### src/rtl/mva_pkg.sv
// ----------------------------------------------------------------------------
// mva_pkg
// shared types and constants of the midi voice allocator
// ----------------------------------------------------------------------------
package mva_pkg;

    localparam int MASK_W  = 16;
    localparam int VOICE_W = 4;
    localparam int KIND_W  = 2;
    localparam int NOTE_W  = 7;
    localparam int VALUE_W = 14;

    localparam logic MODE_FRAME = 1'b0;
    localparam logic MODE_EVENT = 1'b1;

    typedef enum logic [KIND_W-1:0] {
        KIND_NOTE_ON     = 2'd0,
        KIND_AFTERTOUCH  = 2'd1,
        KIND_PITCH_WHEEL = 2'd2,
        KIND_NOTE_EVENT  = 2'd3
    } t_kind;

    typedef enum logic [1:0] {
        ST_IDLE,
        ST_SCAN,
        ST_EMIT
    } t_state;

    typedef struct packed {
        logic load;
        logic scan;
        logic pop;
    } t_dp_cmd;

    typedef struct packed {
        logic is_frame;
        logic hit;
        logic last;
        logic pend_any;
    } t_dp_stat;

endpackage

### src/rtl/mva_ctrl.sv
// ----------------------------------------------------------------------------
// mva_ctrl
// sequencer: takes a request, scans the voices for an event, then hands out any results
// ----------------------------------------------------------------------------
module mva_ctrl
    import mva_pkg::*;
(
    input  logic     i_clk,
    input  logic     i_rst_n,
    input  logic     i_in_valid,
    input  logic     i_out_ready,
    input  t_dp_stat i_stat,
    output t_dp_cmd  o_cmd,
    output logic     o_in_ready,
    output logic     o_out_valid
);

    t_state r_state;
    t_state n_state;

    always_ff @(posedge i_clk) begin
        if (!i_rst_n) begin
            r_state <= ST_IDLE;
        end else begin
            r_state <= n_state;
        end
    end

    always_comb begin
        n_state = r_state;
        unique case (r_state)
            ST_IDLE: begin
                if (i_in_valid && !i_stat.is_frame) begin
                    n_state = ST_SCAN;
                end
            end
            ST_SCAN: begin
                n_state = i_stat.hit ? ST_EMIT : ST_IDLE;
            end
            ST_EMIT: begin
                if (i_out_ready && i_stat.last) begin
                    n_state = ST_IDLE;
                end
            end
            default: n_state = ST_IDLE;
        endcase
    end

    always_comb begin
        o_cmd       = '0;
        o_in_ready  = 1'b0;
        o_out_valid = 1'b0;
        unique case (r_state)
            ST_IDLE: begin
                o_in_ready = 1'b1;
                o_cmd.load = i_in_valid;
            end
            ST_SCAN: begin
                o_cmd.scan = 1'b1;
            end
            ST_EMIT: begin
                o_out_valid = 1'b1;
                o_cmd.pop   = i_out_ready;
            end
            default: begin
                o_cmd = '0;
            end
        endcase
    end

endmodule

### config.mk
export PLATFORM = sky130hd
export DESIGN_NAME = mva_ctrl
export DESIGN_NICKNAME = d
export VERILOG_FILES = /design/src/rtl/mva_pkg.sv /design/src/rtl/mva_ctrl.sv
export SDC_FILE = /design/constraint.sdc
export NUM_CORES = 1
export LEC_CHECK = 0
export ABC_CLOCK_PERIOD_IN_PS = 1200
export BUFFER_PORTS_ARGS = -buffer_cell sky130_fd_sc_hd__buf_4
export CAP_MARGIN = 20
export CORE_AREA = 10 10 47 49
export CTS_CLUSTER_DIAMETER = 120
export DETAILED_ROUTE_END_ITERATION = 16
export DIE_AREA = 0 0 57 59
export MAX_ROUTING_LAYER = met4
export PLACE_DENSITY_LB_ADDON = 0.1
export RECOVER_POWER = 25
export REMOVE_ABC_BUFFERS = 1
export SETUP_SLACK_MARGIN = 0.02
export SYNTH_ARGS = -nofsm -noshare
export SYNTH_HDL_FRONTEND = slang
export SYNTH_SLANG_ARGS = --single-unit
### constraint.sdc
create_clock -name i_clk -period 1.2 [get_ports i_clk]
set_input_delay 0.3 -clock i_clk [delete_from_list [all_inputs] [get_ports i_clk]]
set_output_delay 0.3 -clock i_clk [all_outputs]
set_load 0.02 [all_outputs]
# Word-level counts from Yosys, hierarchy flattened

Index checks and enable logic that the tools add are counted.

Flip-flop bits (word level): 2
Word-level logic and storage cells: 19

Multiplexer cells: 9
Reduce and logical (&&, ||, !) cells: 5
Equality and inequality tests: 4

Operators by type and width:

| kind               | count |
|---|---|
| $mux 2             | 3 |
| $pmux 2 s3         | 1 |
| $mux 1             | 5 |
| $ne 2x2->1 const B | 2 |
| $eq 2x1->1 const B | 1 |
| $eq 2x2->1 const B | 1 |
| $logic_and 1x1->1  | 2 |
| $logic_not 2->1    | 1 |
| $reduce_and 2->1   | 1 |
| $logic_not 1->1    | 1 |

# Longest topological paths before layout

Gate-level depths: netlist of run 1.

Depth after elaboration: 4
Gate-level depth with buffers: 3
Gate-level depth less buffers: 3

# Least setup slack after synthesis of run 1

No wires, ideal clock.

Kind: register to output
Start point: register r_state[0]
End point: output port o_cmd[0] in the netlist's numbering
Stages on the path, launching flop included: 3
Data required time: 0.900 ns
Path slack: 0.068 ns
Path buffers: 0
Arrival: 0.832 ns
Cells stage by stage: dfxtp_1 > and2b_4 > and2_1

RTL lines:

| item                   | RTL line       | text |
|---|---|---|
| from (decl)            | mva_ctrl.sv:18 | `t_state r_state;` |
| from (signal assigned) | mva_ctrl.sv:25 | `r_state <= n_state;` |
| to (decl)              | mva_ctrl.sv:13 | `output t_dp_cmd o_cmd,` |

==> results of run 1 <==
-- power breakdown --
| group | switching [W] | leakage [nW] | internal (W) |
|---|---|---|---|
| Combinational | 0.0000233 | 0.102 | 0.0000384 |
| Sequential | 0.00000220 | 0.0172 | 0.0000699 |
| Clock | 0.0000400 | 0.0138 | 0.000111 |
-- what timing repair did --
action,4_1_cts,5_1_grt
setup buffers,1,1
pin swaps,3,0
gates resized for setup,6,2
endpoints found under the setup margin,4,5
-- layout make-up --
class,count,area [um2],share of cell area
Clock buffer,3,22.5,0.0811
Multi-Input combinational cell,9,76.3,0.275
Sequential cell,2,42.5,0.153
Tap cell,16,20.0,0.0721
Timing Repair Buffer,13,116,0.419
-- layer usage --
layer	vias to the layer above	wire (um)
li1	70	-
met2	8	202
met5	-	0
met3	0	35
met4	0	0
met1	60	210
-- worst paths after layout --
kind,to,slack (ns)
worst max-delay path,o_cmd[0],-0.13
worst min-delay path,r_state[1],0.30
worst max register to register,r_state[1],0.26
worst min register to register,r_state[1],0.69
-- critical path: cells and delay by family (launching register included) --
family	cells	cell delay, ns
simple gates	2	0.38
flops	1	0.32
buf+inv	1	0.11
-- per-stage QoR --
stage / setup TNS (ns) / util / cells / hold WS [ns] / power, W
2_1_floorplan: 0 / - / 11 / 0.429 / 0.0000972
3_5_place_dp: 0 / 0.154 / 38 / 0.531 / 0.000126
5_1_grt: -0.473 / 0.198 / 43 / 0.306 / 0.000306
3_3_place_gp: 0 / 0.154 / 38 / 0.527 / 0.000126
4_1_cts: -0.231 / 0.188 / 42 / 0.287 / 0.000294
6_report: -0.268 / 0.198 / 43 / 0.296 / 0.000284
-- layout by cell type (no fill, tap or decap) --
master and instances:
buf_4 8, and3b_1 1, clkbuf_4 3, dfxtp_2 2, buf_6 5, and2b_4 1
nand2_1 1, a22oi_2 1, and2_4 2, nor2_2 1, nor2b_2 2
-- cell families (layout without fill, tap and decap cells) --
| logic type | Yosys count | after routing |
|---|---|---|
| DFF | 2 | 2 |
| AOI/OAI and AO/OA | 1 | 1 |
| and+or+nand+nor | 8 | 8 |
| buffers and inverters | 0 | 16 |
==> results.md, run 1 <==
* Syn. warnings at 0
* CTS buffer count at 3
* Largest family of logic cells by synthesized area: simple AND/OR/NAND/NOR gates
* GR Layer Usage met3 at 0.0193
* Slew headroom at 0.899
* Total global-route track usage at 0.0332
* LEAKAGE at 0.133 nW
* Cell-by-cell trace of the critical path: and2b_4 -> and2_4 -> buf_6
* Post-Syn Area at approximately 110 um2
* Status: complete, but fails checks
* Hold_sp: i_rst_n
* IO buf count at 11
* Crit path time final at ~1.3 ns
* Number of global-route vias before repair at between 150 and 200
* Synth Area in XOR/XNOR at 0
* Avg Cell Area, Syn at just over 10 um2
* Layout cells sized above 1 at 0.926
* Final design area excluding fillers at between 200 and 300 um2
* Routed WL at around 450 um
* Flip-flop count of the largest register after layout at 2
* CTS Root Cell: clkbuf_4
* Max-slew violations at 0
* Setup CP Type: reg2out
* Post-synth top area share at 0.352
* Top cell types by occurrence after synthesis: dfxtp_1, nor2b_2
* Chip width at ~57 um
* CP Max Fanout at 3
* #FFs+latches synth at 2
* Adder-Cell Fraction of Synth Area at 0
* Total number of vias at about 140
* Hold Crit Class: in2reg
* Synth Area in Compound Gates at 0.110
* Simple-gate share of the synthesized area at 0.538
* Grt met2 use at 0.0403
* Ant. Diodes at 0
* Reg-to-Reg Start: r_state[0]
* Area leader, netlist: dfxtp_1
* Slew @ Worst Pin at around 0.15 ns
* 1st-iter DRT viols at 0
* Detail-routed via count per cell at about 3.2
* Layout fillers at 173
* Final Hold Fails at 0
* Setup ws final at -0.127 ns
* Pre-CTS worst setup slack at around 0.055 ns
* Bufs on Longest Clock Path at 2
* Worst R2R Path Depth at 4
* CP max stage delay at ~0.32 ns
* Total global routing overflow at 0
* Initial antenna violation count at 0
* Clock Skews at between 0.002 and 0.003 ns
* Die Height at roughly 60 um
* Number of distinct library cells after synthesis at 9
* Nets at 37
* TritonRoute pass-1 iters at 1
* Total core area at 1400 um2
* Reg clk slew, reported paths at about 0.030 ns
* Crit. Startpoint: r_state[0]
* Drt drc at 0
* Violated checks: negative setup slack
* Top_reg_cell synth: dfxtp_1
* Crit. End Element: output pin
* Cell Pwr Density at 1020 nW/um2
* Registers with the most flip-flops: r_state (2)
* RSZ-0062 raised after global routing: yes
* Largest net degree at the start of global routing at 4
* Fraction of registers with async set/reset at 0
* Gate Count Post-Synth at 11
* Hold path cells at 2
* FMAX at ~750 MHz
* Hold buffer count at cts at 0
* Busiest metal layer after global routing: met2
* CP startpoint kind: register
* Routability cong. at ~0.6
* Depth of the CTS H-tree at 1
* GRT met1 Usage at 0.0365
* CTS tree: yes
* Slowest CP cell: dfxtp_2
* Std cell rows at 14
* Syn-to-layout area delta at 144%
* Max_cap viols at 0
* Worst IR Drop VDD at roughly 0.23 mV
* Starting density of the core at 0.0812
* Synth top area cells: dfxtp_1, nor2b_2, a22oi_2
* Top reg by flops: r_state
* Placed cell areas at around 220 um2
* Final period util at 1.11
* IO Pins at 13
* First-pass GRT wire length at between 700 and 800 um
* Post-DR wirelength/cell at between 10 and 15 um
* Clock latency on the worst-skew pair at roughly 0.22 ns
* ANT nets after route at 0
* CP Data Arrival Time at between 1 and 1.5 ns
* Clock tree sinks at 2
* Die area at roughly 3400 um2
* Multiplexer share of the synthesized area at 0
* Final setup viols at 3
* Worst EP required at roughly 0.90 ns
* Seq/Total Area, Yosys at 0.352
* EDFF count, synth at 0
Note: power is estimated with default switching activity, not from simulation.
==> run 2: changes to the inputs <==
Settings changed: ABC_CLOCK_PERIOD_IN_PS 1200 to 1600, CELL_PAD_IN_SITES_DETAIL_PLACEMENT from default to 1, CELL_PAD_IN_SITES_GLOBAL_PLACEMENT from default to 1.
Clock period 1.2 ns to 1.6 ns, I/O delays scaled along.
==> results.md, run 2 (synthesized netlist as in run 1, its figures left out) <==
* Status: finished clean
* Top reg by flops: r_state
* Max-slew violations at 0
* Die area at between 3000 and 4000 um2
* 1st-iter DRT viols at 2
* Max_cap viols at 0
* Clock latency on the worst-skew pair at ~0.22 ns
* Most frequent cells in the layout: buf_4, clkbuf_4, nor2b_2, dfxtp_1
* First-pass GRT wire length at slightly above 600 um
* RSZ-0062 raised after global routing: no
* Hold Crit Class: in2reg
* Total core area at 1400 um2
* Hold buffer count at cts at 0
* Routed WL at 440 um
* Final period util at 0.915
* Reg-to-Reg Start: r_state[0]
* Clock tree sinks at 2
* Std cell rows at 14
* Slew headroom at 0.865
* Final Core Density at 0.167
* Commonest non-fill, non-tap cell in the layout: buf_4
* Depth of the CTS H-tree at 1
* Chip width at about 57 um
* Crit path time final at between 1 and 1.5 ns
* Syn-to-layout area delta at 105%
* TritonRoute pass-1 iters at 5
* Die Height at a little under 60 um
* Cell-by-cell trace of the critical path: and2b_4 -> and2_1 -> buf_4
* Initial antenna violation count at 0
* Drt drc at 0
* Starting density of the core at 0.0812
* Cell Pwr Density at around 870 nW/um2
* CP max stage delay at 0.34 ns
* CTS Root Cell: clkbuf_4
* CP Data Arrival Time at approximately 1.1 ns
* IO Pins at 13
* Clock Skews at approximately 0.0017 ns
* IO buf count at 11
* Detail-routed via count per cell at roughly 3.1
* Slowest CP cell: dfxtp_1
* Setup CP Type: reg2out
* Worst R2R Path Depth at 3
* Post-CTS setup buffers at 0
* Hold Path End: r_state[1]
* Fin Hold WS at between 0.4 and 0.5 ns
* Total global routing overflow at 0
* CP startpoint kind: register
* Worst EP required at 1.20 ns
* Registers with the most flip-flops: r_state (2)
* Pre-CTS worst setup slack at roughly 0.35 ns
* Final Hold Fails at 0
* Cts repair resizes at 0
* R2r setup slk at 0.71 ns
* FMAX at between 600 and 700 MHz
* ANT nets after route at 0
* Total number of vias at ~130
* CTS tree: yes
* Placed cells at 38
* Routability cong. at just over 0.6
* Hold path cells at 2
* Number of global-route vias before repair at roughly 150
* Setup ws final at 0.136 ns
* Largest net degree at the start of global routing at 4
* Worst IR Drop VDD at 0.123 mV
* Final setup viols at 0
* Flip-flop count of the largest register after layout at 2
* Post-DR wirelength/cell at 10.7 um
* Final setup TNS at 0 ns
* Reg clk slew, reported paths at roughly 0.030 ns
* CP Max Fanout at 3
* Bufs on Longest Clock Path at 2
* LEAKAGE at ~0.11 nW
* Slew @ Worst Pin at 0.203 ns
* Hold_sp: i_rst_n
* CTS buffer count at 3
* Final Instance Count excl. Fillers at 41
* FF-to-FF End: r_state[1]
* Ant. Diodes at 0
* Crit. End Element: output pin
* Layout cells sized above 1 at 0.760
* Layout fillers at 180
* Nets at 35
* Total global-route track usage at 0.0275
[run 2: changes by cell type in the layout (fill, tap and decap cells not counted)]
cell	delta
buf_4	+3
dfxtp_1	+2
and2_4	-1
buf_6	-5
dfxtp_2	-2
a22oi_2	-1
and2_1	+1
a22oi_1	+1
[run 2: worst max-delay path by stage]
stage	start	endpoint	cells after the start
2_1_floorplan	r_state[0]	o_cmd[0]	2
3_3_place_gp	r_state[0]	o_cmd[0]	3
3_5_place_dp	r_state[0]	o_cmd[0]	3
4_1_cts	r_state[0]	o_cmd[0]	3
5_1_grt	r_state[0]	o_cmd[0]	3
6_report	r_state[0]	o_cmd[0]	3
[run 2: stage by stage]
step           area, um2  power [W]
6_report             234   0.000203
5_1_grt              234   0.000221
4_1_cts              239   0.000214
3_5_place_dp         216  0.0000954
3_3_place_gp         216  0.0000949
2_1_floorplan        114  0.0000729
[run 2: per-layer routing]
layer	GRT usage	up-vias	share of wire
met2	0.0403	4	0.62
met4	0.0503	0	0
li1	-	64	-
met1	0.0189	60	0.32
met5	-	-	0
met3	0.0107	0	0.059
[run 2: final cells by class]
class / count / area, um2 / share of cell area
flip-flops and latches: 2 / 40.0 / 0.171
repair buffers: 11 / 82.6 / 0.353
multi-input cells: 9 / 68.8 / 0.294
well taps: 16 / 20.0 / 0.0856
clock buffers: 3 / 22.5 / 0.0963
[run 2: worst max-delay path: cells and delay by family (launching register included)]
kind / cells / cell delay [ns]
simple gates: 2 / 0.35
flops: 1 / 0.34
buf+inv: 1 / 0.15
[run 2: report_power, final]
part / switching, W / total, W / internal, W / leakage (nW)
clock network: 0.0000276 / 0.000110 / 0.0000827 / 0.0138
registers: 0.00000148 / 0.0000535 / 0.0000521 / 0.0163
logic: 0.0000158 / 0.0000390 / 0.0000232 / 0.0842
