### src/rtl/mva_pkg.sv
// ----------------------------------------------------------------------------
// mva_pkg
// shared types and constants of the midi voice allocator
// ----------------------------------------------------------------------------
package mva_pkg;

    localparam int MASK_W  = 16;
    localparam int VOICE_W = 4;
    localparam int KIND_W  = 2;
    localparam int NOTE_W  = 7;
    localparam int VALUE_W = 14;

    localparam logic MODE_FRAME = 1'b0;
    localparam logic MODE_EVENT = 1'b1;

    typedef enum logic [KIND_W-1:0] {
        KIND_NOTE_ON     = 2'd0,
        KIND_AFTERTOUCH  = 2'd1,
        KIND_PITCH_WHEEL = 2'd2,
        KIND_NOTE_EVENT  = 2'd3
    } t_kind;

    typedef enum logic [1:0] {
        ST_IDLE,
        ST_SCAN,
        ST_EMIT
    } t_state;

    typedef struct packed {
        logic load;
        logic scan;
        logic pop;
    } t_dp_cmd;

    typedef struct packed {
        logic is_frame;
        logic hit;
        logic last;
        logic pend_any;
    } t_dp_stat;

endpackage

### src/rtl/mva_datapath.sv
// ----------------------------------------------------------------------------
// mva_datapath
// voice masks, stored notes, parallel note compare and result selection
// ----------------------------------------------------------------------------
module mva_datapath
    import mva_pkg::*;
#(
    parameter int NV = 16
) (
    input  logic               i_clk,
    input  logic               i_rst_n,
    input  t_dp_cmd            i_cmd,
    input  logic               i_mode,
    input  logic [MASK_W-1:0]  i_active_mask,
    input  logic [KIND_W-1:0]  i_event_kind,
    input  logic [NOTE_W-1:0]  i_note_number,
    input  logic [VALUE_W-1:0] i_event_value,
    output t_dp_stat           o_stat,
    output logic [VOICE_W-1:0] o_voice,
    output logic [KIND_W-1:0]  o_kind,
    output logic [NOTE_W-1:0]  o_note,
    output logic [VALUE_W-1:0] o_value,
    output logic [MASK_W-1:0]  o_voice_active
);

    localparam logic [MASK_W-1:0] VOICE_BITS =
        MASK_W'((17'd1 << NV) - 17'd1);

    logic [NOTE_W-1:0]  r_notes [NV];
    logic [MASK_W-1:0]  r_frame_mask;
    logic [MASK_W-1:0]  r_out_mask;
    logic [MASK_W-1:0]  r_pending;
    logic [KIND_W-1:0]  r_kind;
    logic [NOTE_W-1:0]  r_note;
    logic [VALUE_W-1:0] r_value;

    logic [MASK_W-1:0]  free_vec;
    logic [MASK_W-1:0]  free_low;
    logic [MASK_W-1:0]  match_vec;
    logic [MASK_W-1:0]  n_pending;
    logic [MASK_W-1:0]  pend_rest;
    logic [MASK_W-1:0]  pend_low;
    logic [VOICE_W-1:0] voice_idx;
    logic               note_on;
    logic               chan_wide;

    assign note_on   = (r_kind == KIND_NOTE_ON);
    assign chan_wide = (r_kind == KIND_AFTERTOUCH) || (r_kind == KIND_PITCH_WHEEL);

    // lowest voice inactive at frame start
    assign free_vec = ~r_frame_mask & VOICE_BITS;
    assign free_low = free_vec & MASK_W'(~free_vec + MASK_W'(1));

    always_comb begin
        match_vec = '0;
        for (int v = 0; v < NV; v++) begin
            match_vec[v] = r_frame_mask[v] && (chan_wide || (r_notes[v] == r_note));
        end
    end

    assign n_pending = note_on ? free_low : match_vec;
    assign pend_rest = r_pending & MASK_W'(r_pending - MASK_W'(1));
    assign pend_low  = r_pending & ~pend_rest;

    always_comb begin
        voice_idx = '0;
        for (int v = 0; v < MASK_W; v++) begin
            if (pend_low[v]) begin
                voice_idx = voice_idx | VOICE_W'(v);
            end
        end
    end

    always_ff @(posedge i_clk) begin
        if (!i_rst_n) begin
            r_pending    <= '0;
            r_frame_mask <= '0;
            r_out_mask   <= '0;
            for (int v = 0; v < NV; v++) begin
                r_notes[v] <= '0;
            end
        end else begin
            if (i_cmd.load && (i_mode == MODE_FRAME)) begin
                r_frame_mask <= i_active_mask & VOICE_BITS;
                r_out_mask   <= i_active_mask & VOICE_BITS;
            end
            if (i_cmd.scan) begin
                r_pending <= n_pending;
                if (note_on) begin
                    r_out_mask <= r_out_mask | free_low;
                    for (int v = 0; v < NV; v++) begin
                        if (free_low[v]) begin
                            r_notes[v] <= r_note;
                        end
                    end
                end
            end else if (i_cmd.pop) begin
                r_pending <= pend_rest;
            end
        end
    end

    // request payload, no reset needed
    always_ff @(posedge i_clk) begin
        if (i_cmd.load && (i_mode == MODE_EVENT)) begin
            r_kind  <= i_event_kind;
            r_note  <= i_note_number;
            r_value <= i_event_value;
        end
    end

    assign o_stat.is_frame = (i_mode == MODE_FRAME);
    assign o_stat.hit      = |n_pending;
    assign o_stat.last     = (pend_rest == '0);
    assign o_stat.pend_any = |r_pending;

    assign o_voice        = voice_idx;
    assign o_kind         = r_kind;
    assign o_note         = r_note;
    assign o_value        = r_value;
    assign o_voice_active = r_out_mask;

endmodule

### config.mk
export PLATFORM = sky130hd
export DESIGN_NAME = mva_datapath
export DESIGN_NICKNAME = d
export VERILOG_FILES = /design/src/rtl/mva_pkg.sv /design/src/rtl/mva_datapath.sv
export SDC_FILE = /design/constraint.sdc
export NUM_CORES = 1
export LEC_CHECK = 0
export BUFFER_PORTS_ARGS = -buffer_cell sky130_fd_sc_hd__buf_2
export CORE_AREA = 4 4 160 146
export DETAILED_ROUTE_END_ITERATION = 10
export DIE_AREA = 0 0 164 150
export RECOVER_POWER = 100
export SYNTH_ARGS = -nofsm -noshare
export SYNTH_HDL_FRONTEND = slang
export SYNTH_SLANG_ARGS = --single-unit
### constraint.sdc
create_clock -name i_clk -period 2.35 [get_ports i_clk]
set_input_delay 0.47 -clock i_clk [delete_from_list [all_inputs] [get_ports i_clk]]
set_output_delay 0.47 -clock i_clk [all_outputs]
set_load 0.02 [all_outputs]
# Word level (Yosys, flattened, before mapping)
# Memories as Yosys holds them, arrays and structs flattened.
# Index checks and enable logic that the tools add are counted.
# totals
register_bits,71
mem_bits_rw,112
n_memories,1
# classes
eq_ne,18
mux,118
n_bitwise,24
add_sub_neg,2
reduce_logical,40
# mem_list
name,depth,width,rd,rd_ports_with_merged_regs,wr,line,text
r_notes,16,7,16,0,16,mva_datapath.sv:29,logic [NOTE_W-1:0] r_notes [NV];
# ops
cell,n
equality test 7 bit,16
2-to-1 mux 7 bit,16
2-to-1 mux 16 bit,6
2-to-1 mux 1 bit,82
bitwise AND 16 bit,3
inverter 16 bit,3
2-to-1 mux 4 bit,8
OR reduction 16 bit,2
logical AND 1 bit,18
logical OR 1 bit,17
adder 16 x 1 -> 16 bit (second input constant),1
logical NOT 16 bit,1
bitwise OR 1 bit,16
bitwise OR 16 bit,1
subtractor 16 x 1 -> 16 bit (second input constant),1
2-to-1 mux 3 bit,4
2-to-1 mux 2 bit,2
equality test 2 x 1 -> 1 bit (second input constant),1
equality test 2 bit (second input constant),1
logical NOT 2 bit,1
nonzero test 2 bit,1
inverter 1 bit,1

# Depth between registers and ports, before layout
# Gate-level depths: netlist (run 1).
# logic_depth
word_depth,19
ltp_mapped,10
mapped_depth_nobuf,8

# Least setup slack after synthesis (run 1)
# Ideal clock, no wire load.
# synth_timing
path_type,register to output
from,reg r_pending[0]
to,out o_voice[1]
required_ps,1880
arrival_ps,2286
path_slack_ps,-406
n_path_buf,2
path_stages_with_launch,6
cell_sequence,dfxtp_1 > or4_1 > buf_2 > or3_1 > buf_2 > o311ai_0
# synth_between
elab_chain_cells,18
# synth_rtl
item,line,text
"start, declared",mva_datapath.sv:32,logic [MASK_W-1:0] r_pending;
"start signal, assigned",mva_datapath.sv:88,r_pending <= n_pending;
"start signal, assigned",mva_datapath.sv:98,r_pending <= pend_rest;
subtractor 16 x 1 -> 16 bit (*),mva_datapath.sv:62,assign pend_rest = r_pending & MASK_W'(r_pending - MASK_W'(1));
bitwise AND 16 bit (*),mva_datapath.sv:62,
inverter 16 bit (*),mva_datapath.sv:63,assign pend_low = r_pending & ~pend_rest;
bitwise AND 16 bit (*),mva_datapath.sv:63,
2-to-1 mux 2 bit (2 in a row),mva_datapath.sv:68,if (pend_low[v]) begin
2-to-1 mux 3 bit (4 in a row),mva_datapath.sv:68,
2-to-1 mux 4 bit (7 in a row),mva_datapath.sv:68,
2-to-1 mux 4 bit (*),mva_datapath.sv:68,
"end, declared",mva_datapath.sv:19,"output logic [VOICE_W-1:0] o_voice,"
# Mark *: on every way between the ends. The rest lies on a longest branch, timed or not.

==> flow_metrics.env, run 1 <==
export IMPL_maxCapViolCount=0
export IMPL_grt_max_degree=44
export IMPL_synth_nets=832
export IMPL_crit_fanout=9
export IMPL_met2_usage=0.3091
export IMPL_violations="negative setup slack"
export IMPL_setup_violations=5
export IMPL_antenna_cells=0
export IMPL_via_per_inst=5.084
export IMPL_crit_slowest_cell="edfxtp_1"
export IMPL_final_common_cell="edfxtp_1"
export IMPL_clock_skew_ns=0.01448
export IMPL_grt_ovfl_total=0
export IMPL_cpPeakStageDelay_ns=0.39
export IMPL_synth_flop_cell="edfxtp_1"
export IMPL_peakVddDrop_uv=478.9
export IMPL_cts_made_buffers=17
export IMPL_rsz0062_at_grt="yes"
export IMPL_core_rowCount=51
export IMPL_via_count=6446
export IMPL_worst_ep_arrival_time_ns=2.58
export IMPL_status="finished, violations left"
export IMPL_timing_setup_tns_ns=-2.004
export IMPL_cp_cell_sequence="inv_1 -> ha_2 -> buf_6 -> clkinvlp_4 -> buf_6 -> and3_1 -> nand4_1 -> nand3_2 -> nor4_2 -> nand4_1 -> buf_6"
export IMPL_grt_pass1_vias=6454
export IMPL_cts_buffer_depth=2
export IMPL_start_util=0.3970
export IMPL_p_leak_nw=4.319
export IMPL_crit_type="flop to primary output"
export IMPL_powerDensity_nw_per_um2=715.4
export IMPL_final_cell_mix="edfxtp_1, nor2_1, xor2_1"
export IMPL_hold_violations=0
export IMPL_regArea_um2=5017
export IMPL_grt_pass1_wl_um=35220
export IMPL_grt_usage=0.1882
export IMPL_worstSetupStartpointType="flop"
export IMPL_multi_input_area_um2=3461
export IMPL_portBuffers=91
export IMPL_power_total_mw=7.868
export IMPL_gr_usage_met3=0.03746
export IMPL_grt_busiest_layer="met2"
export IMPL_worstHoldPathType="input pin to flop"
export IMPL_seq_area_frac_synth=0.5857
export IMPL_r2r_slack_ns=0.01
export IMPL_cts_hold_fix_buffers=0
export IMPL_cp_data_required_time_ns=1.88
export IMPL_drv_slew=0
export IMPL_drtAntennaViolNets=0
export IMPL_post_place_ws_ns=-0.3902
export IMPL_hpwl_um=16460
export IMPL_slew_headroom=0.07189
export IMPL_avgSynthCellArea_um2=10.89
export IMPL_fillers=1991
export IMPL_dieArea_um2=24600
export IMPL_synthesis_area_um2=8562
export IMPL_crit_path_end_kind="primary output"
export IMPL_drt_first_iter_violations=480
export IMPL_synth_top_cell_area_share=0.4735
export IMPL_synthArstFlopShare=0
export IMPL_gp_congestion=0.8955
export IMPL_wire_per_inst_um=17.94
export IMPL_core_area_um2=21570
export IMPL_worst_slew_pin_slew_ns=1.392
export IMPL_nets=1011
export IMPL_use_met1=0.2500
export IMPL_drive_gt1_frac=0.2272
export IMPL_max_freq_ghz=0.3277
export IMPL_syn2layout_area_growth_pct=28.47
export IMPL_clk_transition_reported_paths_ns=0.07
export IMPL_clkLatencyLatePin_ns=0.44
export IMPL_drt_pass1_iter_count=4
export IMPL_die_h_um=150
export IMPL_die_w_um=164
export IMPL_cp_common_cell="buf_6"
export IMPL_synth_area_top_cells="edfxtp_1, dfxtp_1, xor2_1"
export IMPL_place_area_um2=10240
export IMPL_ys_ff_latch=183
export IMPL_drc=0
export IMPL_wl_um=22750
export IMPL_worst_slack_ns=-0.7013
export IMPL_yosysUniqueCellTypes=53
export IMPL_ioPinCount=92
export IMPL_cts_root_buf="clkbuf_16"
export IMPL_cts_sinks=183
export IMPL_ys_warn_count=0
export IMPL_post_route_min_period_ns=3.051
export IMPL_antenna_found_initial=0
export IMPL_min_period_over_period=1.298
export IMPL_final_area_um2=11000
export IMPL_cts_tree="done"
export IMPL_yosys_area_top_type="edfxtp_1"
export IMPL_final_util=0.5100
export IMPL_syn_inst=786
export IMPL_cts_htree_levels=4
export IMPL_synth_edff_count=135
worst max-delay path, delay by kind of cell, from the launching register on:
kind / cells / cell delay [ns]
flip-flops: 1 / 0.39
adder cells (fa/ha/maj): 1 / 0.18
buffers and inverters: 5 / 0.75
AND/OR/NAND/NOR: 5 / 0.83
cell usage after synthesis, types with 2 or more instances:
cell / n
xnor2_1: 24
nor4_1: 23
mux2i_1: 10
and3_1: 9
nor2b_1: 6
clkbuf_1: 39
maj3_1: 2
nand3b_1: 2
nor3_1: 9
o221a_2: 4
nand4_1: 11
o21ai_0: 19
o22ai_1: 2
and2_1: 4
nand2_1: 90
a211oi_1: 2
inv_1: 20
nand3_1: 17
or2_2: 3
o21a_1: 4
buf_2: 9
a32oi_1: 4
edfxtp_1: 135
or3_1: 7
or4_1: 2
o41ai_1: 3
nand4b_1: 2
a22oi_1: 2
o311ai_0: 3
o211ai_1: 6
nand2b_1: 8
xor2_1: 88
dfxtp_1: 48
nor2_1: 95
a21boi_0: 33
a21oi_1: 24
layout make-up:
cell class / instances / area share
Sequential cell: 183 / 0.4561
Multi-Input combinational cell: 534 / 0.3146
Timing Repair Buffer: 209 / 0.1316
Clock buffer: 18 / 0.03902
Tap cell: 291 / 0.03310
Clock inverter: 13 / 0.01831
Inverter: 20 / 0.007166
final timing paths:
| kind | startpoint | end | cells after the start |
|---|---|---|---|
| hold / removal | i_event_value[3] | o_value[3] | 1 |
| setup reg to reg | o_kind[1] | r_notes[0][8] | 8 |
| hold reg to reg | r_frame_mask[10] | r_frame_mask[10] | 2 |
| setup / recovery | o_kind[1] | o_stat[2] | 11 |
power breakdown:
group          total [mW]  internal (mW)  switching [mW]  leakage [nW]
Clock                3.12           1.88            1.25         0.296
Combinational        1.04          0.446           0.596          2.26
Sequential           3.70           3.62          0.0786          1.77
Total                7.87           5.95            1.92          4.32
per-layer routing:
layer,up-vias,wire [µm]
li1,3131,-
met1,3141,10410
met2,144,11050
met3,30,857
met4,0,423
met5,-,0
stage by stage:
stage | hold slack (ns) | std cells
after global placement | 0.4922 | 1232
after global routing | 0.1841 | 1268
after floorplan | 0.4697 | 786
after detailed placement | 0.4965 | 1232
after CTS | 0.1887 | 1266
final | 0.2047 | 1268
state kept, by name, indices dropped and copies added, names as in the netlist:
name and count:
o_value 14, r_pending 16, r_frame_mask 16, r_notes 112
o_kind 2, o_note 7, o_voice_active 16
logic make-up (layout without fill, tap and decap cells):
logic type	after synthesis	count (layout)	synth area share
compound gates	116	116	0.09294
xor+xnor	112	112	0.1146
fa+ha+maj	4	4	0.005114
buf+inv	69	260	0.03156
flops	183	183	0.5857
mux	11	11	0.01301
simple gates	291	291	0.1571
timing repair:
action | in CTS | in global routing
endpoints found under the hold margin | 0 | 0
endpoints found under the setup margin | 5 | 30
setup buffers | 3 | 2
gates cloned | 0 | 0
gates resized for setup | 32 | 19
pin swaps | 4 | 4
Note: power is estimated with default switching activity, not from simulation.
==> run 2: changes to the inputs <==
- TNS_END_PERCENT: default -> 30
==> flow_metrics.env, run 2 (same netlist as run 1, synthesis figures left out) <==
export IMPL_r2r_slack_ns=0.02
export IMPL_drv_slew=0
export IMPL_core_area_um2=21570
export IMPL_portBuffers=91
export IMPL_fillers=1997
export IMPL_powerDensity_nw_per_um2=715.9
export IMPL_die_h_um=150
export IMPL_final_cell_mix="edfxtp_1, nor2_1, nand2_1, xor2_1, buf_4"
export IMPL_drt_pass1_iter_count=5
export IMPL_wire_per_inst_um=17.87
export IMPL_p_leak_nw=4.305
export IMPL_maxCapViolCount=0
export IMPL_drc=0
export IMPL_wl_um=22630
export IMPL_peakVddDrop_uv=477.9
export IMPL_grt_ovfl_total=0
export IMPL_cts_tree="done"
export IMPL_grt_pass1_vias=6398
export IMPL_rsz0062_at_grt="yes"
export IMPL_nets=1009
export IMPL_hold_depth=1
export IMPL_hold_ws_ns=0.2051
export IMPL_grt_pass1_wl_um=34980
export IMPL_top_register="r_notes"
export IMPL_max_freq_ghz=0.3277
export IMPL_worst_slew_pin_slew_ns=1.404
export IMPL_clkLatencyLatePin_ns=0.44
export IMPL_r2r_cells=7
export IMPL_worstHoldPathType="input pin to flop"
export IMPL_largest_reg_flops=112
export IMPL_antenna_cells=0
export IMPL_violations="negative setup slack"
export IMPL_start_util=0.3970
export IMPL_drtAntennaViolNets=0
export IMPL_grt_max_degree=44
export IMPL_critPathLaunch="o_kind[1]"
export IMPL_cts_hold_fix_buffers=0
export IMPL_hold_violations=0
export IMPL_hpwl_um=16460
export IMPL_clock_skew_ns=0.01501
export IMPL_regToRegStartpoint="o_kind[1]"
export IMPL_antenna_found_initial=0
export IMPL_hold_start="i_event_value[3]"
export IMPL_gp_congestion=0.8955
export IMPL_cts_made_buffers=17
export IMPL_cts_buffer_depth=2
export IMPL_post_route_min_period_ns=3.052
export IMPL_worst_slack_ns=-0.7017
export IMPL_drt_first_iter_violations=465
export IMPL_min_period_over_period=1.299
export IMPL_slew_headroom=0.06416
export IMPL_final_common_cell="edfxtp_1"
export IMPL_worstSetupStartpointType="flop"
export IMPL_via_per_inst=5.089
export IMPL_via_count=6443
export IMPL_drive_gt1_frac=0.2226
export IMPL_crit_path_end_kind="primary output"
export IMPL_r2r_end="r_notes[0][0]"
export IMPL_cp_data_required_time_ns=1.88
export IMPL_crit_fanout=9
export IMPL_min_delay_worst_endpoint="o_value[3]"
export IMPL_cts_root_buf="clkbuf_16"
export IMPL_status="finished, violations left"
export IMPL_clk_transition_reported_paths_ns=0.07
export IMPL_crit_type="flop to primary output"
export IMPL_final_util=0.5082
export IMPL_setup_violations=5
export IMPL_cts_sinks=183
export IMPL_die_w_um=164
export IMPL_core_rowCount=51
export IMPL_worst_ep_arrival_time_ns=2.58
export IMPL_syn2layout_area_growth_pct=28.01
export IMPL_dieArea_um2=24600
export IMPL_cts_htree_levels=4
export IMPL_ioPinCount=92
export IMPL_grt_usage=0.1868
-- run 2: worst max path at each step --
stage / endpoint / slack [ns] / depth (start not counted)
floorplan: o_stat[1] / -0.23 / 8
global route: o_stat[2] / -0.83 / 10
CTS: o_stat[2] / -0.70 / 11
finish: o_stat[2] / -0.70 / 11
detailed placement: o_stat[2] / -0.39 / 10
global placement: o_stat[2] / -0.34 / 10
-- run 2: critical path, cell delays in order, from the launching register on --
cell and delay (ns):
edfxtp_1 0.39, inv_1 0.07, ha_2 0.18, buf_6 0.13
clkinvlp_4 0.19, buf_6 0.18, and3_1 0.16, nand4_1 0.12
nand3_2 0.14, nor4_2 0.22, nand4_1 0.18, buf_6 0.18
-- run 2: repair_timing --
item | 4_1_cts | 5_1_grt
buffers inserted | 0 | 4
resized for setup | 15 | 31
pin swaps | 2 | 6
setup endpoints to repair | 5 | 30
-- run 2: metrics by stage --
stage	setup WS [ns]	cells	total power [mW]	instance area [µm²]	TNS, ns
3_3_place_gp	-0.3366	1232	4.752	10240	-0.4509
6_report	-0.7017	1266	7.847	10960	-2.005
5_1_grt	-0.8294	1266	8.129	10960	-6.519
2_1_floorplan	-0.2306	786	4.327	8656	-0.4310
4_1_cts	-0.7013	1263	7.861	10940	-2.182
3_5_place_dp	-0.3902	1232	4.758	10240	-0.5423
-- run 2: area by class of cell --
| class | instances | area, µm² | share of cell area |
|---|---|---|---|
| sequential | 183 | 5016 | 0.4576 |
| multi-input combinational | 534 | 3445 | 0.3143 |
| timing repair buffer | 207 | 1426 | 0.1301 |
| clock buffer | 18 | 429.2 | 0.03916 |
| tap | 291 | 364.1 | 0.03322 |
| clock inverter | 13 | 201.4 | 0.01838 |
| inverter | 20 | 78.83 | 0.007192 |
-- run 2: per-layer routing --
layer,global-route usage,wire length [µm]
met2,0.3033,10910
met4,0.06373,444
met5,0,0
met3,0.03746,993
met1,0.2508,10280
-- run 2: power breakdown --
part / total (mW) / internal, mW / switching, mW
sequential: 3.70 / 3.62 / 0.0784
clock: 3.12 / 1.88 / 1.24
combinational: 1.03 / 0.437 / 0.589
